===== src/hdl/grlt_pkg.sv =====
// ----------------------------------------------------------------------------
// grlt_pkg: shared types and constants for the repeat limit table
// Holds the token that walks the cell chain and the default table size.
// ----------------------------------------------------------------------------
package grlt_pkg;

    localparam int TableDepthDefault  = 256;
    localparam int KeyW               = 32;
    localparam int CountW             = 8;
    localparam logic [CountW-1:0] DefaultLimitReset = 8'd3;

    // token passed from cell to cell, one beat per cycle
    typedef struct packed {
        logic              vld;    // token present in this stage
        logic              done;   // an earlier cell has dealt with the key
        logic              stop;   // key was at its limit
        logic              ins;    // key was inserted as a new entry
        logic [KeyW-1:0]   key;
        logic [CountW-1:0] limit;  // resolved limit, never zero-means-default
        logic [CountW-1:0] count;  // count held for the key after the step
    } t_tok;

endpackage


===== src/hdl/grlt_cell.sv =====
// ----------------------------------------------------------------------------
// grlt_cell: one entry of the repeat limit table
// Holds one key and its count, matches or inserts the passing token and
// hands the token on to the next cell in the cycle after.
// ----------------------------------------------------------------------------
module grlt_cell #(
    parameter int IDX_W    = 8,
    parameter int CELL_IDX = 0
) (
    input  logic             i_clk,
    input  logic             i_rst_n,
    input  logic [IDX_W-1:0] i_occupancy,
    input  grlt_pkg::t_tok   i_tok,
    output grlt_pkg::t_tok   o_tok
);

    localparam logic [IDX_W-1:0] MyIdx = IDX_W'(CELL_IDX);

    logic [grlt_pkg::KeyW-1:0]   r_key;
    logic [grlt_pkg::CountW-1:0] r_count;
    grlt_pkg::t_tok              r_tok;
    grlt_pkg::t_tok              n_tok;

    logic w_active;
    logic w_hit;
    logic w_ins;
    logic w_at_limit;

    // entry is live when it lies below the fill count
    assign w_active   = i_tok.vld && !i_tok.done;
    assign w_hit      = w_active && (MyIdx < i_occupancy) && (r_key == i_tok.key);
    assign w_ins      = w_active && (MyIdx == i_occupancy);
    assign w_at_limit = (r_count >= i_tok.limit);

    // outgoing token
    always_comb begin
        n_tok = i_tok;
        if (w_hit) begin
            n_tok.done = 1'b1;
            if (w_at_limit) begin
                n_tok.stop  = 1'b1;
                n_tok.count = r_count;
            end else begin
                n_tok.count = r_count + 1'b1;
            end
        end else if (w_ins) begin
            n_tok.done  = 1'b1;
            n_tok.ins   = 1'b1;
            n_tok.count = grlt_pkg::CountW'(1);
        end
    end

    // entry storage
    always_ff @(posedge i_clk) begin
        if (w_hit && !w_at_limit) begin
            r_count <= r_count + 1'b1;
        end else if (w_ins) begin
            r_key   <= i_tok.key;
            r_count <= grlt_pkg::CountW'(1);
        end
    end

    // token stage: only the valid bit needs a reset
    always_ff @(posedge i_clk) begin
        if (!i_rst_n) begin
            r_tok.vld <= 1'b0;
        end else begin
            r_tok.vld <= n_tok.vld;
        end
        r_tok.done  <= n_tok.done;
        r_tok.stop  <= n_tok.stop;
        r_tok.ins   <= n_tok.ins;
        r_tok.key   <= n_tok.key;
        r_tok.limit <= n_tok.limit;
        r_tok.count <= n_tok.count;
    end

    assign o_tok = r_tok;

endmodule


===== config.mk =====
export PLATFORM = sky130hd
export DESIGN_NAME = grlt_cell
export DESIGN_NICKNAME = d
export VERILOG_FILES = /design/src/hdl/grlt_pkg.sv /design/src/hdl/grlt_cell.sv
export SDC_FILE = /design/constraint.sdc
export NUM_CORES = 1
export LEC_CHECK = 0
export ABC_AREA = 1
export BUFFER_PORTS_ARGS = -buffer_cell sky130_fd_sc_hd__buf_2
export CORE_MARGIN = 1.5
export CORE_UTILIZATION = 50
export DETAILED_ROUTE_END_ITERATION = 10
export PLACE_DENSITY = 0.76
export SLEW_MARGIN = 10
export SYNTH_ARGS = -nofsm -noshare
export SYNTH_HDL_FRONTEND = slang
export SYNTH_SLANG_ARGS = --single-unit

===== constraint.sdc =====
create_clock -name i_clk -period 5.13 [get_ports i_clk]
set_input_delay 0.2565 -clock i_clk [delete_from_list [all_inputs] [get_ports i_clk]]
set_output_delay 0.2565 -clock i_clk [all_outputs]
set_load 0.05 [all_outputs]

# After elaboration in Yosys (flattened, before gate mapping)
# Cells that the tools add are included.
# word_totals
register_bits,92
input_bits,62
out_inout_bits,52
wordCells,34
# op_classes
n_addsub,1
magnitude_cmp,2
eq_ne,1
mux,9
bitwise,1
n_reduce_logical,11
# op_table
op,n
8-bit two-way mux,5
32-bit == test,1
"8-bit by 1-bit adder with 8-bit output, second input constant",1
8-bit greater-or-equal comparator,1
8-bit zero test,1
"1-bit by 8-bit < comparator with 1-bit output, first input constant",1
1-bit logical AND,5
1-bit two-way mux,4
1-bit zero test,2
2-bit AND reduction,1
2-bit nonzero test,1
2-bit OR reduction,1
1-bit NOT,1

# Depth between registers and ports, before layout
# Gate-level depths: netlist of run 1.
# logic_depth
ltp_word,7
mapped_depth,13
depth_no_buf,13

# Least setup slack after synthesis of run 1
# Ideal clock, no wire load.
# synth_path
path_kind,register to register
from,register r_count[5] in the netlist's numbering
to,register r_count[0] in the netlist's numbering (enable)
setup_time_ps,329
arrival_ps,1771
required_ps,4801
path_slack_ps,3031
path_stages_with_launch,9
path_buffers,0
synth_period_minus_slack_ps,2099
path_cell_list,edfxtp_1 -> ha_1 -> nand2_1 -> a21oi_1 -> nor3_4 -> nand2_4 -> clkinv_2 -> nand4_4 -> nand2_1
# synth_via
elab_chain_cells,4
# synth_lines
item,line,source
from (decl),grlt_cell.sv:20,logic [grlt_pkg::CountW-1:0] r_count;
from (signal assigned),grlt_cell.sv:56,r_count <= r_count + 1'b1;
from (signal assigned),grlt_cell.sv:59,r_count <= grlt_pkg::CountW'(1);
8-bit greater-or-equal comparator,grlt_cell.sv:33,assign w_at_limit = (r_count >= i_tok.limit);
1-bit zero test,grlt_cell.sv:55,if (w_hit && !w_at_limit) begin
1-bit logical AND,grlt_cell.sv:55,
2-bit nonzero test (no line),--,
# Every way passes these cells.
# A chain may end at the register's enable or synchronous reset.

# Final worst setup path of run 1
# layout_path
from,input i_tok[13] in the netlist's numbering
to,register r_count[1] in the netlist's numbering (enable)
# layout_via
elab_chain_cells,4
# layout_lines
item,line,source
from (decl),grlt_cell.sv:13,"input grlt_pkg::t_tok i_tok,"
8-bit greater-or-equal comparator,grlt_cell.sv:33,
1-bit zero test,grlt_cell.sv:55,
1-bit logical AND,grlt_cell.sv:55,
2-bit nonzero test (no line),--,
# Every way passes these cells.

==> qor_table.md, run 1 <==
| Metric | This run | Unit |
| --- | --- | --- |
| Rows | 33 | - |
| Overall Global Routing Usage | 21.12 | % |
| Pin slew with the least headroom to its limit | 1.122 | ns |
| Core utilization of the finished layout | 62.91 | % |
| Total routed wirelength | 9.073 | mm |
| # nets final | 751 | - |
| Hold/Removal Path Class | input port to flop | - |
| Result of the run | complete, no violations | - |
| Via count of the first global-routing pass | 3342 | - |
| Post-DP HPWL | 6.942 | mm |
| Final Hold Viols | 0 | - |
| Fin Clk Skew | 0.009106 | ns |
| Number of violations reported at the end of detailed-routing iteration 0 | 124 | - |
| Clock tree from TritonCTS | done | - |
| Cells resized by post-CTS repair | 0 | - |
| Depth of the CTS H-tree | 3 | - |
| Die Footprint | 9094 | um^2 |
| Detailed-route via count | 3687 | - |
| Diodes inserted | 0 | - |
| Setup repair after global routing missed its margin | false | - |
| Hold path startpoint | i_tok[9] | - |
| Cell count after synthesis | 552 | - |
| Most instantiated flip-flop cell in the synthesis netlist | dfxtp_1 | - |
| Via density | 4.667 | - |
| Int Power | 1.019 | mW |
| Largest cells by area after synthesis | edfxtp_1 (28%), dfxtp_1 (24%), nand2_1 (17%), inv_1 (9.5%), nor2_1 (6.6%) | - |
| Core area | 8258 | um^2 |
| Count of clock tree sinks | 92 | - |
| Post-synth design cell area | 4265 | um^2 |
| Number of design rule violations left after detail routing | 0 | - |
| Reg power frac | 55.0 | % |
| # setup viols final | 0 | - |
| Combinational share of power | 13.7 | % |
| CP Data Arrival Time | 2.45 | ns |
| Number of detailed-routing iterations run before antenna repair | 5 | - |
| Initial antenna violation count | 0 | - |
| Die Y | 95.36 | um |
| Power per unit of standard cell area | 275.9 | nW/um^2 |
| Worst rel slew slack | 25.05 | % |
| Fraction of layout instances using a drive strength above 1 | 21.75 | % |
| Asr flop ratio synth | 0 | % |
| Synthesis Warnings | 0 | - |
| Antenna-violating nets left | 0 | - |
| Buffers added on ports | 113 | - |
| Share of synthesized area occupied by flip-flops and latches | 52.57 | % |
| Number of synthesized register bits | 92 | - |
| Crit Reg-Reg Startpoint | r_count[5] | - |
| Cell with the most instances after synthesis | nand2_1 | - |
| Clock Tree Root | clkbuf_8 | - |
| Setup crit end kind | flop | - |
| WP data required | 5.17 | ns |
| Count of unique library cells instantiated by Yosys | 26 | - |
| GR Overflow Total | 0 | - |
| Area share of the largest cell type after synthesis | 28.16 | % |
| Post-Place Setup Slack | 2.725 | ns |
| X dimension of the die | 95.36 | um |
| Final Max Slew Viols | 0 | - |
| Clock power share | 31.4 | % |
| Critical path type | input port to flop | - |
| Switching pwr | 0.4138 | mW |
| Starting utilization of the core area | 51.65 | % |
| Total CTS buffers | 9 | - |
| Max clock buf depth | 2 | - |
| Setup ws final | 2.717 | ns |
| CP Launch Type | input port | - |
| Setup TNS | 0 | ns |
| Post-synthesis net count | 623 | - |
| Largest driver fanout on the critical path | 10 | - |
| Relative area change from synthesis to final layout | 21.80 | % |
| Total power after layout | 1.433 | mW |
| Final Wtd Congestion | 0.9279 | - |
| Drt wl/cell | 11.48 | um |
| Maximum number of pins on one net before global-route repair | 43 | - |
| Final clock period utilization by the worst path | 47.04 | % |
| First-pass GRT wire length | 14.69 | mm |
| Post-synthesis average cell area | 7.727 | um^2 |
| Maximum capacitance violations | 0 | - |
| FMAX | 414.4 | MHz |
| Final Critical Period | 2.413 | ns |
| Count of flip-flops with a built-in enable after synthesis | 40 | - |
| Total leakage power | 2.774 | nW |
| Top Ports | 114 | - |
| Switching share of power | 28.87 | % |
| Cell accounting for the most synthesized area | edfxtp_1 | - |
| Most common library cells after synthesis | nand2_1 (195), inv_1 (108), nor2_1 (75) | - |
| Critical Path Start | i_tok[13] | - |
| Clock latency at the later pin of the worst-skew pair | 0.36 | ns |
| VDD IR max | 0.1468 | mV |
| Clock transition at path regs | 0.09 | ns |
[cells by family (layout without fill, tap and decap cells)]
family	after synthesis	after routing	synth area share [%]
DFF	92	92	52.57
AOI/OAI and AO/OA	3	3	0.3519
buffers and inverters	113	246	10.03
and+or+nand+nor	323	323	31.77
xor gates and xnor gates	12	12	2.640
adders and majority gates	9	9	2.640
[repair_timing]
| action | in CTS | in global routing |
|---|---|---|
| buffers inserted | 0 | 0 |
| hold buffers | 5 | 1 |
| hold endpoints to repair | 5 | 1 |
| endpoints found under the setup margin | 0 | 0 |
[stage by stage]
step                      cell area, um^2  std cells  hold WS [ns]
final                                5195        790       0.01175
after floorplan                      4265        552        0.2842
after detailed placement             4960        768        0.3770
after global placement               4960        768        0.3726
after CTS                            5185        789     0.0005886
after global routing                 5195        790      0.003327
[power by group through the flow]
stage / logic (mW) / clock network [mW] / registers, mW
after CTS: 0.197 / 0.459 / 0.788
after global placement: 0.189 / 0 / 0.804
final: 0.196 / 0.450 / 0.788
after detailed placement: 0.193 / 0 / 0.805
after global routing: 0.214 / 0.484 / 0.791
after floorplan: 0.0489 / 0 / 0.883
[registers in the layout, indices dropped and copies added (netlist names)]
register and count:
o_tok 52, r_key 32, r_count 8
[layer usage]
metal,GRT usage (%),share of wire (%),wire length (um)
met1,26.81,45,4108
met4,8.333,2.2,198
met3,5.742,5.6,512
met5,0,0,0
met2,34.04,47,4254
[cells in the final DEF (no fill, tap or decap), types with 5 or more instances in the layout]
master	synthesis	final
buf_2	2	113
clkbuf_8	0	9
dfxtp_1	52	52
dlygate4sd3_1	0	6
edfxtp_1	40	40
ha_1	9	9
inv_1	108	108
nand2_1	195	195
nand3_1	24	24
nand4_1	10	10
nor2_1	75	74
nor2_2	8	8
xnor2_1	5	5
xor2_1	6	6
[area by class of cell]
type | count | area (um^2)
Sequential cell | 92 | 2242
Fill cell | 744 | 3063
Tap cell | 105 | 131.4
Clock inverter | 6 | 47.55
Clock buffer | 10 | 127.6
Multi-Input combinational cell | 347 | 1603
Inverter | 111 | 417.9
Timing Repair Buffer | 119 | 625.6
[worst max-delay path: stages]
cell and delay [ns]:
dlygate4sd3_1 0.52, buf_2 0.10, inv_1 0.04, ha_1 0.30, nand2_1 0.06, a21oi_1 0.08
nor3_4 0.33, nand2_4 0.16, clkinv_2 0.10, nand4_4 0.18, nand2_1 0.31
[worst paths after layout]
check / slack (ns) / to / cells past startpoint
worst max-delay path: 2.72 / r_count[1] / 11
worst min-delay path: 0.01 / o_tok[9] / 1
worst max register to register: 2.76 / r_count[1] / 8
worst min register to register: 0.73 / o_tok[7] / 4
Note: power is estimated with default switching activity, not from simulation.
==> run 2, diff against run 1 <==
==> constraint.sdc (replaced) <==
create_clock -name i_clk -period 2.26 [get_ports i_clk]
set_input_delay 0.113 -clock i_clk [delete_from_list [all_inputs] [get_ports i_clk]]
set_output_delay 0.113 -clock i_clk [all_outputs]
set_load 0.05 [all_outputs]
==> qor_table.md, run 2 (synthesized netlist as in run 1, its figures left out) <==
| Metric | This run | Unit | Delta |
| --- | --- | --- | --- |
| Result of the run | complete, no violations | - |  |
| Max clock buf depth | 2 | - | unchanged |
| Relative area change from synthesis to final layout | 32.74 | % |  |
| Depth of the CTS H-tree | 3 | - | unchanged |
| Final Critical Period | 2.043 | ns |  |
| Worst hold path stage count | 4 | - | +3 |
| CP Launch Type | flop | - |  |
| Largest driver fanout on the critical path | 10 | - | unchanged |
| Fraction of layout instances using a drive strength above 1 | 21.31 | % | -0.44 points |
| Via density | 4.596 | - | -1.5% |
| Critical path cell sequence | inv_1 > ha_1 > nand2_1 > nand3_1 > nand2_1 > nand2_1 > nand2_2 > nand2_4 > clkinv_2 > nand4_4 > nand2_1 | - |  |
| Register Area | 2242 | um^2 | unchanged |
| Core area | 8258 | um^2 | unchanged |
| Crit path buffers/inverters | 2 | - | -2 |
| Stage delay of the slowest cell on the critical path | 0.46 | ns | -0.06 ns |
| Worst Reg2Reg Path Length in Cells | 11 | - | +3 |
| Fin Clk Skew | 0.007891 | ns | -0.001215 ns |
| Cells resized by post-CTS repair | 0 | - | unchanged |
| Combinational share of power | 14.9 | % | +1.2 points |
| Maximum capacitance violations | 0 | - | unchanged |
| Die Footprint | 9094 | um^2 | unchanged |
| Endpoint of the worst hold path | o_tok[0] | - |  |
| Switching share of power | 27.22 | % | -1.6 points |
| GR Overflow Total | 0 | - | unchanged |
| Count of clock tree sinks | 92 | - | unchanged |
| Critical path's top delay family | simple AND/OR/NAND/NOR gates | - |  |
| Critical path type | flop to flop | - |  |
| Clock latency at the later pin of the worst-skew pair | 0.36 | ns | about the same |
| FMAX | 489.6 | MHz |  |
| X dimension of the die | 95.36 | um | unchanged |
| Diodes inserted | 0 | - | unchanged |
| Rows | 33 | - | unchanged |
| Overall Global Routing Usage | 23.54 | % | +2.4 points |
| Int Power | 2.460 | mW | +140% |
| Number of violations reported at the end of detailed-routing iteration 0 | 161 | - | +30% |
| Most used cell, CP | nand2_1 | - |  |
| Starting utilization of the core area | 51.65 | % | unchanged |
| Setup TNS | 0 | ns | unchanged |
| Clock power share | 32.2 | % | +0.8 points |
| VDD IR max | 0.3525 | mV | +140% |
| Crit Reg-Reg Startpoint | r_count[0] | - |  |
| Setup ws final | 0.2174 | ns | -2.500 ns |
| Final Hold Viols | 0 | - | unchanged |
| Post-Place Setup Slack | 0.2262 | ns | -2.499 ns |
| Final clock period utilization by the worst path | 90.38 | % |  |
| WP data required | 2.30 | ns | -2.87 ns |
| Antenna-violating nets left | 0 | - | unchanged |
| Clock transition at path regs | 0.09 | ns | about the same |
| Total routed wirelength | 10.15 | mm | +12% |
| Final Wtd Congestion | 0.8869 | - | -4.4% |
| Setup fix buffers added after clock tree synthesis | 0 | - | unchanged |
| Clock Tree Root | clkbuf_8 | - |  |
| Drt wl/cell | 12.12 | um | +5.6% |
| # nets final | 798 | - | +6.3% |
| Buffers added on ports | 113 | - | unchanged |
| Total CTS buffers | 9 | - | unchanged |
| Total leakage power | 2.983 | nW | +7.5% |
| Worst hold-check slack | 0.02601 | ns | +0.01426 ns |
| Detailed-route via count | 3847 | - | +4.3% |
| Power per unit of standard cell area | 597.0 | nW/um^2 | +120% |
| Number of detailed-routing iterations run before antenna repair | 4 | - | -1 |
| Post-DP HPWL | 7.435 | mm | +7.1% |
| Multi-input combinational cell area | 1603 | um^2 | unchanged |
| # setup viols final | 0 | - | unchanged |
| Switching pwr | 0.9202 | mW | +120% |
| CP Data Arrival Time | 2.08 | ns | -0.37 ns |
| Hold path startpoint | i_tok[0] | - |  |
| Slowest cell on the critical path | edfxtp_1 | - |  |
| Worst rel slew slack | 75.13 | % | +50 points |
| Total power after layout | 3.380 | mW | +140% |
| Via count of the first global-routing pass | 3580 | - | +7.1% |
| Number of design rule violations left after detail routing | 0 | - | unchanged |
| Leading cell type in the layout, fill and taps excluded | nand2_1 | - |  |
| Setup repair after global routing missed its margin | false | - |  |
| WP depth | 11 | - | unchanged |
| Initial antenna violation count | 0 | - | unchanged |
| Max reg flops | 52 | - | unchanged |
| Hold/Removal Path Class | input port to flop | - |  |
| Reg power frac | 52.9 | % | -2.1 points |
| End of the worst register-to-register path | r_count[7] | - |  |
| Commonest non-fill, non-tap cells in the layout | nand2_1 (195), buf_2 (113), inv_1 (108), nor2_1 (74), dfxtp_1 (52) | - |  |
| Clock tree from TritonCTS | done | - |  |
| Maximum number of pins on one net before global-route repair | 25 | - | -42% |
| Final Max Slew Viols | 0 | - | unchanged |
| Setup crit end kind | flop | - |  |
| First-pass GRT wire length | 16.14 | mm | +9.9% |
| Core utilization of the finished layout | 68.56 | % | +5.7 points |
| Top Ports | 114 | - | unchanged |
| Fill cell count | 691 | - | -7.1% |
| Pin slew with the least headroom to its limit | 0.3731 | ns | -0.7485 ns |
| Die Y | 95.36 | um | unchanged |
| Setup slack, reg-to-reg | 0.22 | ns | -2.54 ns |
[run 2: changes by cell type in the layout (fill, tap and decap cells not counted), sizes merged]
cell         previous run  this run
inv                   112       111
bufinv                  0         1
dlygate4sd3             6        45
buf                   113       121
[run 2: routing by layer]
metal / track usage (%) / part of all wire, % / wire [um]
met2: 42.02 / 49 / 5005
met1: 28.29 / 44 / 4427
met3: 4.705 / 5.5 / 562
met4: 7.338 / 1.5 / 152
met5: 0 / 0 / 0
[run 2: layout make-up]
class                           count  area share [%]
Timing Repair Buffer              166           19.01
Sequential cell                    92           39.60
Clock inverter                      6           1.127
Tap cell                          105           2.320
Clock buffer                       10           2.254
Multi-Input combinational cell    347           28.31
Inverter                          111           7.381
[run 2: worst min-delay path: stages]
cell,delay [ns]
buf_2,0.07
or2_2,0.09
nand2_1,0.04
nand2_1,0.04
[run 2: repair_timing]
action | in CTS | in global routing
endpoints found under the hold margin | 74 | 0
endpoints found under the setup margin | 0 | 0
hold buffers | 45 | 0
[run 2: worst max-delay path by stage]
stage | startpoint | slack, ns | to
after floorplan | r_count[5] | 0.16 | r_count[0]
after global placement | r_count[0] | 0.26 | r_count[5]
after detailed placement | r_count[0] | 0.23 | r_count[7]
after CTS | r_count[0] | 0.21 | r_count[4]
after global routing | r_count[0] | 0.04 | r_count[4]
final | r_count[0] | 0.22 | r_count[7]
[run 2: power by group through the flow]
stage | registers [mW] | clock network, mW | logic (mW)
final | 1.79 | 1.09 | 0.503
after detailed placement | 1.83 | 0 | 0.440
after global placement | 1.83 | 0 | 0.433
after global routing | 1.79 | 1.18 | 0.545
after floorplan | 2.01 | 0 | 0.111
after CTS | 1.79 | 1.13 | 0.501
[run 2: through the flow]
stage / area [um^2] / instances
floorplan: 4265 / 552
finish: 5662 / 837
CTS: 5662 / 837
global placement: 5020 / 776
global route: 5662 / 837
detailed placement: 5020 / 776
